### config.mk
export PLATFORM = sky130hd
export DESIGN_NAME = json_byte_tokenizer_core_flat
export DESIGN_NICKNAME = d
export VERILOG_FILES = /design/src/rtl/jbt_pkg.sv /design/src/rtl/jbt_if.sv /design/src/rtl/jbt_lexer.sv /design/src/rtl/jbt_tok_fifo.sv /design/src/rtl/json_byte_tokenizer_core.sv /design/src/flat_wrapper.sv
export SDC_FILE = /design/constraint.sdc
export NUM_CORES = 1
export LEC_CHECK = 0
export ABC_AREA = 1
export BUFFER_PORTS_ARGS = -buffer_cell sky130_fd_sc_hd__buf_2
export CAP_MARGIN = 25
export CORE_MARGIN = 2
export CORE_UTILIZATION = 30
export CTS_CLUSTER_SIZE = 20
export DETAILED_ROUTE_END_ITERATION = 10
export GPL_TIMING_DRIVEN = 0
export PLACE_DENSITY = 0.54
export SLEW_MARGIN = 30
export SYNTH_ARGS = -nofsm -noshare
export SYNTH_HDL_FRONTEND = slang
export SYNTH_SLANG_ARGS = --single-unit
export TNS_END_PERCENT = 100
### constraint.sdc
create_clock -name clk -period 8 [get_ports clk]
set_input_delay 0.8 -clock clk [delete_from_list [all_inputs] [get_ports clk]]
set_output_delay 0.8 -clock clk [all_outputs]
set_load 0.05 [all_outputs]
### src/rtl/jbt_pkg.sv
// Package for the JSON byte tokenizer: token kinds, byte codes, the token
// record and the position cap. No dependencies.
`default_nettype none

package jbt_pkg;

  localparam longint unsigned MaxTextBytes = 64'd65536;
  localparam logic [15:0] POS_CAP =
    16'((MaxTextBytes - 64'd1 > 64'd65535) ? 64'd65535 : MaxTextBytes - 64'd1);
  localparam logic [15:0] LEN_MAX = 16'hFFFF;

  localparam int unsigned FIFO_DEPTH = 4;
  localparam int unsigned FIFO_AW = 2;

  typedef enum logic [3:0] {
    KIND_INT    = 4'd0,
    KIND_DOUBLE = 4'd1,
    KIND_STRING = 4'd2,
    KIND_TRUE   = 4'd3,
    KIND_FALSE  = 4'd4,
    KIND_NULL   = 4'd5,
    KIND_AOPEN  = 4'd6,
    KIND_ACLOSE = 4'd7,
    KIND_OOPEN  = 4'd8,
    KIND_OCLOSE = 4'd9,
    KIND_COMMA  = 4'd10,
    KIND_COLON  = 4'd11,
    KIND_ERROR  = 4'd12
  } kind_t;

  localparam logic [7:0] CH_QUOTE  = 8'h22;
  localparam logic [7:0] CH_BSLASH = 8'h5C;
  localparam logic [7:0] CH_MINUS  = 8'h2D;
  localparam logic [7:0] CH_DOT    = 8'h2E;
  localparam logic [7:0] CH_SPACE  = 8'h20;
  localparam logic [7:0] CH_TAB    = 8'h09;
  localparam logic [7:0] CH_CR     = 8'h0D;
  localparam logic [7:0] CH_ZERO   = 8'h30;
  localparam logic [7:0] CH_NINE   = 8'h39;
  localparam logic [7:0] CH_LC_T   = 8'h74;
  localparam logic [7:0] CH_LC_F   = 8'h66;
  localparam logic [7:0] CH_LC_N   = 8'h6E;
  localparam logic [7:0] CH_LBRACK = 8'h5B;
  localparam logic [7:0] CH_RBRACK = 8'h5D;
  localparam logic [7:0] CH_LBRACE = 8'h7B;
  localparam logic [7:0] CH_RBRACE = 8'h7D;
  localparam logic [7:0] CH_COMMA  = 8'h2C;
  localparam logic [7:0] CH_COLON  = 8'h3A;

  typedef struct packed {
    kind_t       kind;
    logic [15:0] start;
    logic [15:0] length;
    logic        last;
  } tok_t;

  typedef struct packed {
    logic push0;
    logic push1;
    tok_t tok0;
    tok_t tok1;
  } push_t;

  function automatic logic [15:0] sat_inc(input logic [15:0] v);
    sat_inc = (v >= POS_CAP) ? POS_CAP : v + 16'd1;
  endfunction

  function automatic logic [15:0] span(input logic [15:0] from, input logic [15:0] to);
    span = (to >= from) ? to - from : 16'd0;
  endfunction

endpackage

`default_nettype wire

### src/rtl/jbt_if.sv
// Channel interfaces for the JSON byte tokenizer: text bytes in, tokens out.
// No dependencies.
`default_nettype none

interface jbt_in_if;
  logic       valid;
  logic       ready;
  logic [7:0] text_byte;
  logic       end_of_text;
  modport source (output valid, text_byte, end_of_text, input ready);
  modport sink (input valid, text_byte, end_of_text, output ready);
endinterface

interface jbt_out_if;
  logic        valid;
  logic        ready;
  logic [3:0]  token_kind;
  logic [15:0] token_start;
  logic [15:0] token_length;
  logic        last_of_run;
  modport source (output valid, token_kind, token_start, token_length, last_of_run,
                  input ready);
  modport sink (input valid, token_kind, token_start, token_length, last_of_run,
                output ready);
endinterface

`default_nettype wire

### src/rtl/jbt_lexer.sv
// Byte register and lexer state machine; produces up to two tokens per byte.
// Depends on jbt_pkg and jbt_in_if.
`default_nettype none

module jbt_lexer
  import jbt_pkg::*;
(
  input  wire logic clk,
  input  wire logic rst_n,
  jbt_in_if.sink    in_ch,
  input  wire logic space_ok,
  output push_t     push
);

  typedef enum logic [2:0] {
    MODE_IDLE   = 3'd0,
    MODE_STRING = 3'd1,
    MODE_NUMBER = 3'd2,
    MODE_SKIP   = 3'd3,
    MODE_ERROR  = 3'd4
  } mode_t;

  logic        in_v_r;
  logic [7:0]  byte_r;
  logic        last_r;
  mode_t       mode_r, mode_nxt;
  logic        esc_r, esc_nxt;
  logic        dot_r, dot_nxt;
  logic [15:0] pos_r, pos_nxt;
  logic [15:0] ls_r, ls_nxt;
  logic [2:0]  skip_r, skip_nxt;

  logic  go;
  logic  idle_run, is_digit;
  logic  a_v, b_v, c_v;
  tok_t  tok_a, tok_b, tok_c;
  logic [15:0] num_len;

  assign go = in_v_r && space_ok;
  assign in_ch.ready = !in_v_r || space_ok;
  assign is_digit = (byte_r >= CH_ZERO) && (byte_r <= CH_NINE);

  always_comb begin
    mode_nxt = mode_r;
    esc_nxt  = esc_r;
    dot_nxt  = dot_r;
    ls_nxt   = ls_r;
    skip_nxt = skip_r;
    pos_nxt  = pos_r;
    idle_run = 1'b0;
    a_v = 1'b0;
    b_v = 1'b0;
    c_v = 1'b0;
    tok_a = '0;
    tok_b = '0;
    tok_c = '0;
    num_len = 16'd0;

    unique case (mode_r)
      MODE_STRING: begin
        if (esc_r) begin
          esc_nxt = 1'b0;
        end else if (byte_r == CH_BSLASH) begin
          esc_nxt = 1'b1;
        end else if (byte_r == CH_QUOTE) begin
          a_v = 1'b1;
          tok_a.kind = KIND_STRING;
          tok_a.start = ls_r;
          tok_a.length = span(ls_r, pos_r);
          mode_nxt = MODE_IDLE;
        end
      end
      MODE_NUMBER: begin
        if (is_digit || byte_r == CH_DOT) begin
          if (byte_r == CH_DOT) begin
            dot_nxt = 1'b1;
          end
        end else begin
          a_v = 1'b1;
          tok_a.kind = dot_r ? KIND_DOUBLE : KIND_INT;
          tok_a.start = ls_r;
          tok_a.length = span(ls_r, pos_r);
          mode_nxt = MODE_IDLE;
          idle_run = 1'b1;
        end
      end
      MODE_SKIP: begin
        if (skip_r != 3'd0) begin
          skip_nxt = skip_r - 3'd1;
        end
        if (skip_nxt == 3'd0) begin
          mode_nxt = MODE_IDLE;
        end
      end
      MODE_ERROR: begin
      end
      default: begin
        mode_nxt = MODE_IDLE;
        idle_run = 1'b1;
      end
    endcase

    if (idle_run) begin
      tok_b.start = pos_r;
      tok_b.length = 16'd1;
      if (byte_r == CH_SPACE || (byte_r >= CH_TAB && byte_r <= CH_CR)) begin
      end else if (byte_r == CH_QUOTE) begin
        mode_nxt = MODE_STRING;
        esc_nxt = 1'b0;
        ls_nxt = sat_inc(pos_r);
      end else if (is_digit || byte_r == CH_MINUS) begin
        mode_nxt = MODE_NUMBER;
        dot_nxt = 1'b0;
        ls_nxt = pos_r;
      end else begin
        b_v = 1'b1;
        unique case (byte_r)
          CH_LC_T: begin
            tok_b.kind = KIND_TRUE;
            tok_b.length = 16'd4;
            skip_nxt = 3'd3;
            mode_nxt = MODE_SKIP;
          end
          CH_LC_F: begin
            tok_b.kind = KIND_FALSE;
            tok_b.length = 16'd5;
            skip_nxt = 3'd4;
            mode_nxt = MODE_SKIP;
          end
          CH_LC_N: begin
            tok_b.kind = KIND_NULL;
            tok_b.length = 16'd4;
            skip_nxt = 3'd3;
            mode_nxt = MODE_SKIP;
          end
          CH_LBRACK: tok_b.kind = KIND_AOPEN;
          CH_RBRACK: tok_b.kind = KIND_ACLOSE;
          CH_LBRACE: tok_b.kind = KIND_OOPEN;
          CH_RBRACE: tok_b.kind = KIND_OCLOSE;
          CH_COMMA:  tok_b.kind = KIND_COMMA;
          CH_COLON:  tok_b.kind = KIND_COLON;
          default: begin
            tok_b.kind = KIND_ERROR;
            mode_nxt = MODE_ERROR;
          end
        endcase
      end
    end

    if (last_r) begin
      num_len = span(ls_nxt, pos_r);
      if (mode_nxt == MODE_NUMBER) begin
        c_v = 1'b1;
        tok_c.kind = dot_nxt ? KIND_DOUBLE : KIND_INT;
        tok_c.start = ls_nxt;
        tok_c.length = (num_len == LEN_MAX) ? LEN_MAX : num_len + 16'd1;
      end else if (mode_nxt == MODE_STRING) begin
        c_v = 1'b1;
        tok_c.kind = KIND_ERROR;
        tok_c.start = pos_r;
        tok_c.length = 16'd1;
      end
      mode_nxt = MODE_IDLE;
      esc_nxt  = 1'b0;
      dot_nxt  = 1'b0;
      ls_nxt   = 16'd0;
      skip_nxt = 3'd0;
      pos_nxt  = 16'd0;
    end else begin
      pos_nxt = sat_inc(pos_r);
    end
  end

  always_comb begin
    push.push0 = go && (a_v || b_v || c_v);
    push.push1 = go && ((a_v && (b_v || c_v)) || (b_v && c_v));
    push.tok0 = a_v ? tok_a : (b_v ? tok_b : tok_c);
    push.tok1 = a_v ? (b_v ? tok_b : tok_c) : tok_c;
    push.tok0.last = !push.push1;
    push.tok1.last = 1'b1;
  end

  always_ff @(posedge clk) begin
    if (!rst_n) begin
      in_v_r <= 1'b0;
      mode_r <= MODE_IDLE;
      esc_r  <= 1'b0;
      dot_r  <= 1'b0;
      pos_r  <= 16'd0;
      ls_r   <= 16'd0;
      skip_r <= 3'd0;
    end else begin
      if (in_ch.valid && in_ch.ready) begin
        in_v_r <= 1'b1;
        byte_r <= in_ch.text_byte;
        last_r <= in_ch.end_of_text;
      end else if (go) begin
        in_v_r <= 1'b0;
      end
      if (go) begin
        mode_r <= mode_nxt;
        esc_r  <= esc_nxt;
        dot_r  <= dot_nxt;
        pos_r  <= pos_nxt;
        ls_r   <= ls_nxt;
        skip_r <= skip_nxt;
      end
    end
  end

  a_err_holds: assert property (@(posedge clk) disable iff (!rst_n)
    (go && mode_r == MODE_ERROR && !last_r) |=> (mode_r == MODE_ERROR))
    else $error("error mode left before end of text");

  a_pos_reset: assert property (@(posedge clk) disable iff (!rst_n)
    (go && last_r) |=> (pos_r == 16'd0 && mode_r == MODE_IDLE))
    else $error("state not cleared after last byte");

  a_no_third: assert property (@(posedge clk) disable iff (!rst_n)
    !(a_v && b_v && c_v))
    else $error("three tokens from one byte");

endmodule

`default_nettype wire

### src/rtl/jbt_tok_fifo.sv
// Four-entry token queue: takes up to two tokens a cycle, hands out one.
// Depends on jbt_pkg and jbt_out_if.
`default_nettype none

module jbt_tok_fifo
  import jbt_pkg::*;
(
  input  wire logic  clk,
  input  wire logic  rst_n,
  input  wire push_t push,
  output logic       space_ok,
  jbt_out_if.source  out_ch
);

  tok_t                mem [FIFO_DEPTH];
  logic [FIFO_AW-1:0]  wr_r, rd_r;
  logic [FIFO_AW:0]    cnt_r, cnt_nxt;
  logic                pop;
  logic [1:0]          n_push;
  tok_t                head;

  assign pop      = out_ch.valid && out_ch.ready;
  assign space_ok = cnt_r <= (FIFO_AW + 1)'(FIFO_DEPTH - 2);
  assign n_push   = {1'b0, push.push0} + {1'b0, push.push1};
  assign cnt_nxt  = cnt_r + (FIFO_AW + 1)'(n_push) - (FIFO_AW + 1)'(pop);
  assign head     = mem[rd_r];

  assign out_ch.valid        = cnt_r != '0;
  assign out_ch.token_kind   = head.kind;
  assign out_ch.token_start  = head.start;
  assign out_ch.token_length = head.length;
  assign out_ch.last_of_run  = head.last;

  always_ff @(posedge clk) begin
    if (push.push0) begin
      mem[wr_r] <= push.tok0;
    end
    if (push.push1) begin
      mem[wr_r + FIFO_AW'(1)] <= push.tok1;
    end
  end

  always_ff @(posedge clk) begin
    if (!rst_n) begin
      wr_r  <= '0;
      rd_r  <= '0;
      cnt_r <= '0;
    end else begin
      wr_r  <= wr_r + FIFO_AW'(n_push);
      rd_r  <= rd_r + FIFO_AW'(pop);
      cnt_r <= cnt_nxt;
    end
  end

  a_no_overflow: assert property (@(posedge clk) disable iff (!rst_n)
    cnt_r <= (FIFO_AW + 1)'(FIFO_DEPTH))
    else $error("token queue overflow");

  a_push_order: assert property (@(posedge clk) disable iff (!rst_n)
    push.push1 |-> push.push0)
    else $error("second token without first");

  a_space_push: assert property (@(posedge clk) disable iff (!rst_n)
    push.push0 |-> space_ok)
    else $error("push without room");

  a_pop_count: assert property (@(posedge clk) disable iff (!rst_n)
    (pop && !push.push0) |=> (cnt_r == $past(cnt_r) - (FIFO_AW + 1)'(1)))
    else $error("count not reduced on transfer");

endmodule

`default_nettype wire

### src/rtl/json_byte_tokenizer_core.sv
// Top level of the JSON byte tokenizer: lexer plus token queue.
// Depends on jbt_pkg, jbt_if, jbt_lexer and jbt_tok_fifo.
//
//   channel  dir  handshake            payload
//   in_ch    in   valid/ready          text_byte[7:0], end_of_text
//   out_ch   out  valid/ready          token_kind[3:0], token_start[15:0],
//                                      token_length[15:0], last_of_run
//
// One byte per cycle is taken unless the lexer waits for queue room; a byte is
// held in byte_r after its transfer and lexed from there. Its tokens (zero to
// two) go into the queue and leave on out_ch one per cycle while it is ready;
// the four-entry queue sets how far the input runs ahead of a stalled output.
// Reset is synchronous, active low, and clears all lexer state and the queue.
`default_nettype none

module json_byte_tokenizer_core
  import jbt_pkg::*;
(
  input  wire logic clk,
  input  wire logic rst_n,
  jbt_in_if.sink    in_ch,
  jbt_out_if.source out_ch
);

  push_t push;
  logic  space_ok;

  jbt_lexer u_lexer (
    .clk      (clk),
    .rst_n    (rst_n),
    .in_ch    (in_ch),
    .space_ok (space_ok),
    .push     (push)
  );

  jbt_tok_fifo u_fifo (
    .clk      (clk),
    .rst_n    (rst_n),
    .push     (push),
    .space_ok (space_ok),
    .out_ch   (out_ch)
  );

endmodule

`default_nettype wire

### src/flat_wrapper.sv
// flat-port wrapper written by rule: the top's interface ports become plain ports
module json_byte_tokenizer_core_flat import jbt_pkg::*;
  (clk, rst_n, in_ch_valid, in_ch_text_byte, in_ch_end_of_text, in_ch_ready, out_ch_valid, out_ch_token_kind, out_ch_token_start, out_ch_token_length, out_ch_last_of_run, out_ch_ready);
  jbt_in_if in_ch_i ();
  jbt_out_if out_ch_i ();
  input  wire logic clk;
  input  wire logic rst_n;
  input wire logic [$bits(in_ch_i.valid)-1:0] in_ch_valid;
  input wire logic [$bits(in_ch_i.text_byte)-1:0] in_ch_text_byte;
  input wire logic [$bits(in_ch_i.end_of_text)-1:0] in_ch_end_of_text;
  output wire logic [$bits(in_ch_i.ready)-1:0] in_ch_ready;
  output wire logic [$bits(out_ch_i.valid)-1:0] out_ch_valid;
  output wire logic [$bits(out_ch_i.token_kind)-1:0] out_ch_token_kind;
  output wire logic [$bits(out_ch_i.token_start)-1:0] out_ch_token_start;
  output wire logic [$bits(out_ch_i.token_length)-1:0] out_ch_token_length;
  output wire logic [$bits(out_ch_i.last_of_run)-1:0] out_ch_last_of_run;
  input wire logic [$bits(out_ch_i.ready)-1:0] out_ch_ready;
  assign in_ch_i.valid = in_ch_valid;
  assign in_ch_i.text_byte = in_ch_text_byte;
  assign in_ch_i.end_of_text = in_ch_end_of_text;
  assign in_ch_ready = in_ch_i.ready;
  assign out_ch_valid = out_ch_i.valid;
  assign out_ch_token_kind = out_ch_i.token_kind;
  assign out_ch_token_start = out_ch_i.token_start;
  assign out_ch_token_length = out_ch_i.token_length;
  assign out_ch_last_of_run = out_ch_i.last_of_run;
  assign out_ch_i.ready = out_ch_ready;
  json_byte_tokenizer_core u_core (.clk(clk), .rst_n(rst_n), .in_ch(in_ch_i), .out_ch(out_ch_i));
endmodule
==> flow_metrics.py, run 1 <==
metrics = {
    "yosys": {
        "synth_area_um2": 14600,
        "synth-simple-area-share": 0.346,
        "synthXorXnorAreaFrac": 0.0210,
        "yosysUniqueCellTypes": 46,
        "synth_top_area_share": 0.314,
        "synthMuxAreaShare": 0,
        "yosysWarnings": 0,
        "ys_seq_area_frac": 0.386,
        "ys_seq_elements": 205,
        "synth_compound_area_frac": 0.120,
        "syn_inst": 2081,
        "synthTopCellsByArea": "edfxtp_1 (31%), nand2_1 (21%), dfxtp_1 (7.1%)",
        "syn_nets": 2139,
        "syn_area_per_cell_um2": 7.02,
        "synth_top_family_by_area": "simple AND/OR/NAND/NOR gates",
        "yosys.area_share.adder": 0.0401,
        "yosys.area.top_type": "edfxtp_1",
    },
    "sta": {
        "finalSetupTns_ns": 0,
        "fin_crit_sh": 0.810,
        "drv_slew": 0,
        "fin_skew_ns": 0.0247,
        "fin_crit_ns": 6.48,
        "hold_viol": 0,
        "worst_slew_pin_slew_ns": 0.940,
        "slew_headroom": 0.368,
        "fmax_ghz": 0.154,
        "finalWorstSetupSlack_ns": 1.52,
        "setup_viol": 0,
        "rsz0062_at_grt": "false",
    },
    "die": {
        "fp-row-count": 80,
        "start_util": 0.305,
        "die_y_um": 225,
        "io_pins": 52,
        "core_region_area_um2": 47900,
        "dieArea_um2": 50500,
        "die_w_um": 225,
    },
    "detailed_routing": {
        "ant_nets": 0,
        "route.detailed.drc": 0,
        "routed_wl_mm": 53.9,
        "wl_per_cell_um": 19.3,
        "vias_per_cell": 5.06,
        "dr.pass1.iters": 7,
        "dr.first_iter.drc_count": 1248,
        "dr_total_vias": 14154,
    },
    "placement": {
        "port-buffer-count": 51,
        "dpl.hpwl_mm": 41.1,
        "place_ws_ns": 1.59,
        "gp_congestion": 0.951,
    },
    "critical_path": {
        "r2r_start": "u_core.u_lexer.pos_r[1]$_SDFFE_PN0P_",
        "crit_slowest_cell": "a21boi_0",
        "reg2reg_slack_ns": 1.52,
        "cp.required_ns": 8.33,
        "crit_path_start_kind": "flop",
        "critPathArrivalTime_ns": 6.81,
        "reg2reg_depth": 30,
        "path_max_fanout": 10,
        "cp_num_buf_inv": 6,
        "end_kind": "flop",
        "critical_path.max_stage_delay_ns": 0.72,
        "crit_top_cell": "nand2_1",
        "crit_family": "simple AND/OR/NAND/NOR gates",
        "path_class": "reg -> reg",
        "r2r_end": "u_core.u_fifo.mem[2][11]$_DFFE_PP_",
        "path_depth": 30,
    },
    "min_path": {
        "hold_end": "u_core.u_lexer.byte_r[1]$_DFFE_PP_",
        "worstHoldPathCells": 1,
        "min-delay-start": "in_ch_text_byte[1]",
        "hp-class": "in -> reg",
    },
    "power_and_ir_drop": {
        "vdd_drop_max_v": 0.000165,
        "finalPower_mw": 4.00,
        "power_density_nw_per_um2": 241,
        "power_leakage_nw": 7.49,
    },
    "job": {
        "max_cap_violations": 0,
    },
    "grt": {
        "grt_pass1_vias": 13491,
        "grt_max_degree": 37,
        "grt_first_pass_wirelength_mm": 81.2,
        "grt_usage": 0.212,
        "antenna_found_initial": 1,
        "grt_overflow": 0,
    },
    "clocking": {
        "htree_levels": 1,
        "cts_made_buffers": 27,
        "cts_sinks": 205,
        "cts_resized": 0,
        "cts_tree": "done",
        "postCtsHoldBufs": 0,
        "cts_buffer_depth": 3,
        "clkLatencyLatePin_ns": 0.58,
        "postCtsSetupBuffers": 0,
        "path_clk_slew_ns": 0.06,
        "root_buffer": "clkbuf_16",
    },
    "finish": {
        "final_layout_size_suffix_gt1_frac": 0.0926,
        "nets": 2220,
        "synthToLayoutAreaGrowth_pct": 13.6,
    },
    "run_status": {
        "run_status": "complete, no violations",
    },
}
-- cell usage after synthesis (all sizes together) --
cell type,number
nor2,174
o21a,7
nand4,33
nand3b,3
nor4,2
o21ai,145
clkinv,2
clkbuf,48
dfxtp,52
o22ai,40
nand3,131
xnor2,11
or2,3
inv,201
a21oi,87
o21bai,1
xor2,24
a31oi,2
fa,3
edfxtp,153
o31ai,3
and2,3
nor3,13
ha,42
nand2,828
a21boi,5
buf,45
a2bb2oi,1
o211ai,19
-- layout make-up --
type / count / area, µm²
diodes: 1 / 2.50
plain buffers: 93 / 523
clock buffers: 30 / 687
clock inverters: 19 / 219
fillers: 5041 / 31300
inverters: 203 / 762
multi-input cells: 1580 / 7730
flip-flops and latches: 205 / 5640
well taps: 615 / 769
repair buffers: 52 / 275
-- cell usage in the layout (no fill, tap or decap), drive strengths merged, types with 3 or more instances in the layout --
cell type and instances:
nand3b 3, xnor2 11, or2 3, o22ai 40
dfxtp 52, o21a 7, inv 203, a21oi 87
o21ai 145, o211ai 19, xor2 24, nand3 131
nand4 33, fa 3, edfxtp 153, nand2 828
clkbuf 78, a21boi 5, buf 97, clkinv 12
nor2 174, and2 3, ha 42, bufinv 4
o31ai 3, clkinvlp 3, nor3 13
-- worst register-to-register path: cells and delay by family (launching register included) --
| kind | cells | cell delay, ns |
|---|---|---|
| simple gates | 18 | 2.72 |
| fa+ha+maj | 3 | 0.88 |
| buf+inv | 6 | 0.86 |
| compound gates | 2 | 0.81 |
| flops | 1 | 0.68 |
| xor+xnor | 1 | 0.30 |
-- power breakdown --
part / switching [mW] / internal (mW)
sequential: 0.0329 / 1.20
clock: 0.503 / 0.750
combinational: 1.16 / 0.346
-- per-stage QoR --
| stage | std cells | hold WS [ns] | util | area, µm² |
|---|---|---|---|---|
| after floorplan | 2081 | 0.424 | - | 14600 |
| after global placement | 2747 | 0.440 | 0.326 | 15600 |
| after detailed placement | 2748 | 0.449 | 0.327 | 15700 |
| after CTS | 2797 | 0.393 | 0.346 | 16600 |
| after global routing | 2797 | 0.405 | 0.346 | 16600 |
| final | 2798 | 0.405 | 0.346 | 16600 |
-- flip-flops by register name (all words and copies together), names as in the netlist --
name                   flops
u_core.u_lexer.mode_r      3
u_core.u_fifo.mem        148
u_core.u_lexer.esc_r       1
u_core.u_lexer.dot_r       1
u_core.u_fifo.rd_r         2
u_core.u_lexer.skip_r      3
u_core.u_lexer.in_v_r      1
u_core.u_lexer.last_r      1
u_core.u_lexer.pos_r      16
u_core.u_lexer.ls_r       16
u_core.u_fifo.wr_r         2
u_core.u_lexer.byte_r      8
u_core.u_fifo.cnt_r        3
-- routing by layer --
layer  share of wire  global-route usage
met2            0.46               0.352
met4           0.033              0.0673
met5               0                   0
met1            0.43               0.278
met3           0.072              0.0397
-- cells by family after synthesis --
group / count (synthesis)
fa+ha+maj: 45
xor+xnor: 35
simple gates: 1190
buf+inv: 296
flops: 205
compound gates: 310
-- worst max path at each step --
| stage | startpoint | end |
|---|---|---|
| global placement | u_core.u_lexer.pos_r[1]$_SDFFE_PN0P_ | u_core.u_fifo.mem[3][11]$_DFFE_PP_ |
| detailed placement | u_core.u_lexer.pos_r[1]$_SDFFE_PN0P_ | u_core.u_fifo.mem[1][11]$_DFFE_PP_ |
| global route | u_core.u_lexer.pos_r[1]$_SDFFE_PN0P_ | u_core.u_fifo.mem[3][11]$_DFFE_PP_ |
| floorplan | u_core.u_lexer.pos_r[1]$_SDFFE_PN0P_ | u_core.u_fifo.mem[2][1]$_DFFE_PP_ |
| finish | u_core.u_lexer.pos_r[1]$_SDFFE_PN0P_ | u_core.u_fifo.mem[2][11]$_DFFE_PP_ |
| CTS | u_core.u_lexer.pos_r[1]$_SDFFE_PN0P_ | u_core.u_fifo.mem[1][11]$_DFFE_PP_ |
Note: power is estimated with default switching activity, not from simulation.
==> run 2, diff against run 1 <==
==> constraint.sdc (replaced) <==
create_clock -name clk -period 6.1 [get_ports clk]
set_input_delay 0.61 -clock clk [delete_from_list [all_inputs] [get_ports clk]]
set_output_delay 0.61 -clock clk [all_outputs]
set_load 0.05 [all_outputs]
==> run 2 against run 1 <==
Net effect:
- design area increased by 0.42%
- worst setup slack got worse by 1.2 ns
- clock-buffer cell count unchanged
- critical path type unchanged
- register-to-register slack got worse by 1.2 ns
==> flow_metrics.py, run 2 (synthesis gave the netlist of run 1 again) <==
metrics = {
    "finish": {
        "nets": 2221,
        "fin_area_um2": 16700,
        "fillCellCount": 5040,
        "stdcell_count": 2799,
        "largest_reg_flops": 148,
        "final_common_cell": "nand2_1",
        "final_layout_size_suffix_gt1_frac": 0.0985,
        "synthToLayoutAreaGrowth_pct": 14.1,
        "final_cell_mix": "nand2_1 (814), inv_1 (187), edfxtp_1 (153)",
        "largest-register": "u_core.u_fifo.mem",
        "reg_top3": "u_core.u_fifo.mem (148), u_core.u_lexer.ls_r (16), u_core.u_lexer.pos_r (16)",
    },
    "grt": {
        "grt_first_pass_wirelength_mm": 81.2,
        "antenna_found_initial": 1,
        "grt_pass1_vias": 13495,
        "grt_util_met3": 0.0398,
        "busiest_layer": "met2",
        "grt_overflow": 0,
        "grtUsageMet1": 0.278,
        "grt_util_met2": 0.351,
        "grt_usage": 0.212,
        "grt_max_degree": 37,
    },
    "min_path": {
        "hp-class": "in -> reg",
    },
    "detailed_routing": {
        "dr_total_vias": 14213,
        "dr.first_iter.drc_count": 1235,
        "route.detailed.drc": 0,
        "ant_nets": 0,
        "vias_per_cell": 5.08,
        "wl_per_cell_um": 19.2,
        "routed_wl_mm": 53.9,
        "dr.pass1.iters": 5,
    },
    "die": {
        "die_w_um": 225,
        "io_pins": 52,
        "fp-row-count": 80,
        "die_y_um": 225,
        "start_util": 0.305,
        "dieArea_um2": 50500,
        "core_region_area_um2": 47900,
    },
    "placement": {
        "dpl.hpwl_mm": 41.1,
        "gp_congestion": 0.951,
        "port-buffer-count": 51,
        "place_inst": 2748,
        "dpl_cell_area_um2": 15700,
    },
    "critical_path": {
        "critical_path.max_stage_delay_ns": 0.43,
        "reg2reg_slack_ns": 0.33,
        "crit_path_start_kind": "flop",
        "cp.required_ns": 6.55,
        "end_kind": "flop",
        "critPathArrivalTime_ns": 6.22,
        "path_max_fanout": 10,
        "crit_slowest_cell": "edfxtp_1",
        "path_class": "reg -> reg",
        "crit_top_cell": "nand2_1",
    },
    "power_and_ir_drop": {
        "vdd_drop_max_v": 0.000217,
        "power_leakage_nw": 7.51,
        "power_density_nw_per_um2": 314,
        "finalPower_mw": 5.24,
    },
    "clocking": {
        "htree_levels": 1,
        "cts_buffer_depth": 3,
        "path_clk_slew_ns": 0.06,
        "postCtsHoldBufs": 0,
        "cts_made_buffers": 27,
        "cts_tree": "done",
        "root_buffer": "clkbuf_16",
        "clkLatencyLatePin_ns": 0.58,
        "cts_sinks": 205,
    },
    "sta": {
        "worst_slew_pin_slew_ns": 0.897,
        "slew_headroom": 0.397,
        "fin_crit_sh": 0.945,
        "drv_slew": 0,
        "fin_crit_ns": 5.77,
        "fin_skew_ns": 0.0271,
        "fmax_ghz": 0.173,
        "hold_viol": 0,
        "setup_viol": 0,
        "holdWs_ns": 0.213,
    },
    "run_status": {
        "run_status": "complete, no violations",
    },
    "job": {
        "max_cap_violations": 0,
    },
}
[run 2: cell types whose count changed in the layout (fill, tap and decap cells not counted), moves of 2 or more]
cell,change
dfxtp_2,+2
nor2_1,-3
o21ai_2,+2
dfxtp_1,-3
a21oi_4,+2
nor2_4,+2
[run 2: critical path, delay by kind of cell (launching register included)]
| family | cells | cell delay (ns) |
|---|---|---|
| simple gates | 17 | 2.73 |
| buf+inv | 8 | 1.29 |
| fa+ha+maj | 2 | 0.58 |
| compound gates | 2 | 0.57 |
| flops | 1 | 0.43 |
[run 2: area by class of cell]
class                   instances  area [µm²]  area share
well taps                     615         769      0.0462
multi-input cells            1580        7780       0.467
inverters                     203         762      0.0457
flip-flops and latches        205        5640       0.338
repair buffers                 53         283      0.0170
clock inverters                19         219      0.0131
clock buffers                  30         687      0.0412
diodes                          1        2.50    0.000150
plain buffers                  93         526      0.0315
[run 2: power by group]
part,switching [mW],internal [mW]
clock network,0.659,0.983
registers,0.0427,1.57
logic,1.53,0.455
[run 2: worst paths after layout]
path,from,end,cells after the start
max,u_core.u_lexer.byte_r[4]$_DFFE_PP_,u_core.u_fifo.mem[3][10]$_DFFE_PP_,29
min,in_ch_text_byte[1],u_core.u_lexer.byte_r[1]$_DFFE_PP_,1
max reg2reg,u_core.u_lexer.byte_r[4]$_DFFE_PP_,u_core.u_fifo.mem[3][10]$_DFFE_PP_,29
min reg2reg,u_core.u_fifo.mem[1][0]$_SDFFE_PP1P_,u_core.u_fifo.mem[1][0]$_SDFFE_PP1P_,2
[run 2: routing by layer]
| metal | vias to the layer above | part of all wire |
|---|---|---|
| met5 | - | 0 |
| met4 | 0 | 0.034 |
| met3 | 94 | 0.076 |
| met2 | 505 | 0.46 |
| met1 | 6641 | 0.43 |
| li1 | 6973 | - |
[run 2: metrics by stage]
stage | setup WS, ns | TNS (ns) | util
global route | -0.00732 | -0.0133 | 0.348
CTS | 0.0391 | 0 | 0.346
floorplan | 1.24 | 0 | -
global placement | -0.332 | -9.42 | 0.326
detailed placement | -0.312 | -9.90 | 0.327
finish | 0.333 | 0 | 0.348
[run 2: what timing repair did]
| item | CTS | global route |
|---|---|---|
| resized for setup | 3 | 17 |
| endpoints found under the setup margin | 64 | 64 |
| setup buffers | 0 | 1 |
| pin swaps | 0 | 1 |
==> run 3, diff against run 2 <==
--- a/config.mk
+++ b/config.mk
@@ -5,7 +5,6 @@
 export SDC_FILE = /design/constraint.sdc
 export NUM_CORES = 1
 export LEC_CHECK = 0
-export ABC_AREA = 1
 export BUFFER_PORTS_ARGS = -buffer_cell sky130_fd_sc_hd__buf_2
 export CAP_MARGIN = 25
 export CORE_MARGIN = 2
==> constraint.sdc (replaced) <==
create_clock -name clk -period 5.85 [get_ports clk]
set_input_delay 0.585 -clock clk [delete_from_list [all_inputs] [get_ports clk]]
set_output_delay 0.585 -clock clk [all_outputs]
set_load 0.05 [all_outputs]
==> run 3 against run 2 <==
Net effect:
- clock skew fell by 0.015 ns
- largest cell class unchanged
- register-to-register slack got worse by 0.11 ns
- core utilization rose by 0.63 points
- largest power group is now registers
==> flow_metrics.py, run 3 <==
metrics = {
    "finish": {
        "largest-register": "u_core.u_fifo.mem",
        "diodes": 0,
        "final_layout_size_suffix_gt1_frac": 0.217,
        "regArea_um2": 5640,
        "final_common_cell": "edfxtp_1",
        "largest_reg_flops": 148,
        "multi_input_area_um2": 7490,
        "fillCellCount": 4501,
        "nets": 1467,
        "reg_top3": "u_core.u_fifo.mem (148), u_core.u_lexer.ls_r (16), u_core.u_lexer.pos_r (16)",
        "final_cell_mix": "edfxtp_1 (153), nor2_1 (85), nand2_1 (84), buf_2 (84), o22ai_1 (78)",
        "stdcell_count": 2017,
        "synthToLayoutAreaGrowth_pct": 16.9,
    },
    "placement": {
        "port-buffer-count": 50,
        "place_inst": 1963,
        "gp_congestion": 0.931,
        "dpl.hpwl_mm": 35.1,
    },
    "yosys": {
        "synth_area_um2": 13300,
        "synthTopCellsByArea": "edfxtp_1 (34%), dfxtp_1 (7.8%), mux4_2 (6.2%)",
        "synthXorXnorAreaFrac": 0.0256,
        "syn_inst": 1321,
        "yosysUniqueCellTypes": 92,
        "synth-simple-area-share": 0.160,
        "synth-edff-count": 153,
        "yosysWarnings": 0,
        "syn_area_per_cell_um2": 10.1,
        "yosys.area_share.adder": 0.0439,
        "ys_seq_elements": 205,
        "synth_ff_type": "edfxtp_1",
        "synth_top_area_share": 0.345,
        "syn_nets": 1379,
        "synth_most_common_cell": "edfxtp_1",
        "yosys.area.top_type": "edfxtp_1",
        "async_reset_ff_frac": 0,
        "synthMuxAreaShare": 0.0649,
        "netlist_top_cells_count": "edfxtp_1 (153), nand2_1 (91), nor2_1 (88)",
        "synth_compound_area_frac": 0.237,
        "synth_top_family_by_area": "compound AO/OA/AOI/OAI gates",
        "ys_seq_area_frac": 0.423,
    },
    "sta": {
        "fin_crit_ns": 5.63,
        "slew_headroom": 0.292,
        "hold_viol": 0,
        "fmax_ghz": 0.178,
        "holdWs_ns": 0.229,
        "drv_slew": 0,
        "worst_slew_pin_slew_ns": 1.05,
        "setup_viol": 0,
        "fin_skew_ns": 0.0119,
        "fin_crit_sh": 0.962,
        "rsz0062_at_grt": "true",
    },
    "die": {
        "core_region_area_um2": 44000,
        "die_w_um": 215,
        "fp-row-count": 77,
        "dieArea_um2": 46100,
        "start_util": 0.303,
        "io_pins": 52,
        "die_y_um": 215,
    },
    "detailed_routing": {
        "dr.pass1.iters": 5,
        "routed_wl_mm": 47.5,
        "vias_per_cell": 5.89,
        "route.detailed.drc": 0,
        "dr_total_vias": 11883,
        "ant_nets": 0,
        "wl_per_cell_um": 23.5,
        "dr.first_iter.drc_count": 1117,
    },
    "critical_path": {
        "critPathArrivalTime_ns": 5.90,
        "path_max_fanout": 10,
        "path_class": "reg -> reg",
        "crit_path_start_kind": "flop",
        "end_kind": "flop",
        "cp.required_ns": 6.12,
        "r2r_end": "u_core.u_fifo.mem[3][1]$_DFFE_PP_",
        "reg2reg_depth": 26,
        "r2r_start": "u_core.u_lexer.byte_r[0]$_DFFE_PP_",
        "reg2reg_slack_ns": 0.22,
    },
    "clocking": {
        "root_buffer": "clkbuf_16",
        "cts_tree": "done",
        "cts_sinks": 205,
        "cts_buffer_depth": 3,
        "cts_made_buffers": 22,
        "htree_levels": 1,
        "clkLatencyLatePin_ns": 0.54,
        "path_clk_slew_ns": 0.06,
    },
    "job": {
        "max_cap_violations": 0,
    },
    "grt": {
        "grt_overflow": 0,
        "grt_pass1_vias": 11232,
        "antenna_found_initial": 0,
        "grt_first_pass_wirelength_mm": 71.2,
        "grt_usage": 0.198,
        "grt_max_degree": 38,
    },
    "power_and_ir_drop": {
        "vdd_drop_max_v": 0.000174,
        "power_density_nw_per_um2": 288,
        "power_leakage_nw": 4.98,
    },
    "min_path": {
        "worstHoldPathCells": 1,
        "hold_end": "u_core.u_lexer.byte_r[2]$_DFFE_PP_",
        "min-delay-start": "in_ch_text_byte[2]",
        "hp-class": "in -> reg",
    },
    "run_status": {
        "run_status": "complete, no violations",
    },
}
[run 3: critical path, stage by stage (launching register included)]
cell and delay [ns]:
edfxtp_1 0.42, clkbuf_4 0.22, and4bb_2 0.33, nand3b_1 0.12, buf_4 0.22, a31oi_4 0.26
buf_6 0.17, a21oi_1 0.07, o32a_1 0.40, inv_2 0.13, ha_4 0.24, a211oi_4 0.32
o21ai_0 0.15, a31oi_1 0.28, o31ai_2 0.13, clkbuf_4 0.17, and2_1 0.15, ha_1 0.22
nand2_1 0.10, nor3_4 0.05, nand4_1 0.14, nor4_4 0.06, buf_4 0.18, nand4_4 0.17
nand2_1 0.17, a211oi_4 0.36, o2bb2ai_1 0.13
[run 3: kinds of logic after synthesis]
family	count (synthesis)
compound gates	452
xor+xnor	39
fa+ha+maj	45
buf+inv	141
flops	205
mux	40
simple gates	399
[run 3: worst max-delay path by stage]
stage	cells past startpoint	endpoint	from	slack, ns
after global routing	26	u_core.u_fifo.mem[0][10]$_DFFE_PP_	u_core.u_lexer.byte_r[0]$_DFFE_PP_	-0.04
final	26	u_core.u_fifo.mem[3][1]$_DFFE_PP_	u_core.u_lexer.byte_r[0]$_DFFE_PP_	0.22
after floorplan	25	u_core.u_fifo.mem[0][6]$_DFFE_PP_	u_core.u_lexer.byte_r[5]$_DFFE_PP_	0.55
after detailed placement	25	u_core.u_fifo.mem[3][1]$_DFFE_PP_	u_core.u_lexer.pos_r[1]$_SDFFE_PN0P_	-1.27
after CTS	26	u_core.u_fifo.mem[0][10]$_DFFE_PP_	u_core.u_lexer.byte_r[0]$_DFFE_PP_	-0.002
after global placement	25	u_core.u_fifo.mem[1][1]$_DFFE_PP_	u_core.u_lexer.byte_r[1]$_DFFE_PP_	-1.19
[run 3: cell type report]
| class | instances | area share |
|---|---|---|
| Multi-Input combinational cell | 976 | 0.480 |
| Sequential cell | 205 | 0.362 |
| Tap cell | 592 | 0.0475 |
| Clock buffer | 32 | 0.0404 |
| Buffer | 91 | 0.0307 |
| Timing Repair Buffer | 65 | 0.0233 |
| Inverter | 48 | 0.0117 |
| Clock inverter | 8 | 0.00393 |
[run 3: through the flow]
stage	power (mW)	TNS (ns)	area, µm²	util	setup WS [ns]
6_report	4.49	0	15600	0.354	0.223
5_1_grt	4.65	-0.368	15600	0.354	-0.0414
4_1_cts	4.48	-0.00152	15300	0.347	-0.00152
3_5_place_dp	3.09	-67.48	14400	0.326	-1.27
3_3_place_gp	3.08	-60.29	14300	0.325	-1.19
2_1_floorplan	2.73	0	13300	-	0.546
[run 3: repair_timing]
| item | 4_1_cts | 5_1_grt |
|---|---|---|
| pin swaps | 3 | 12 |
| cloned | 0 | 2 |
| buffers inserted | 5 | 9 |
| setup endpoints to repair | 64 | 64 |
| hold buffers | 0 | 0 |
| resized for setup | 57 | 72 |
| hold endpoints to repair | 0 | 0 |
[run 3: per-layer routing]
metal  track usage  vias up  share of wire  wire length, µm
met5             0        -              0                0
met4        0.0764        0          0.039             1860
met3        0.0259      103          0.076             3590
met2         0.324      571           0.46            22000
met1         0.267     5846           0.42            20000
li1              -     5363              -                -
[run 3: power breakdown]
| part | switching [mW] | internal [mW] | total [mW] |
|---|---|---|---|
| logic | 0.994 | 0.448 | 1.44 |
| registers | 0.0316 | 1.63 | 1.67 |
| clock network | 0.593 | 0.788 | 1.38 |
| total | 1.62 | 2.87 | 4.49 |
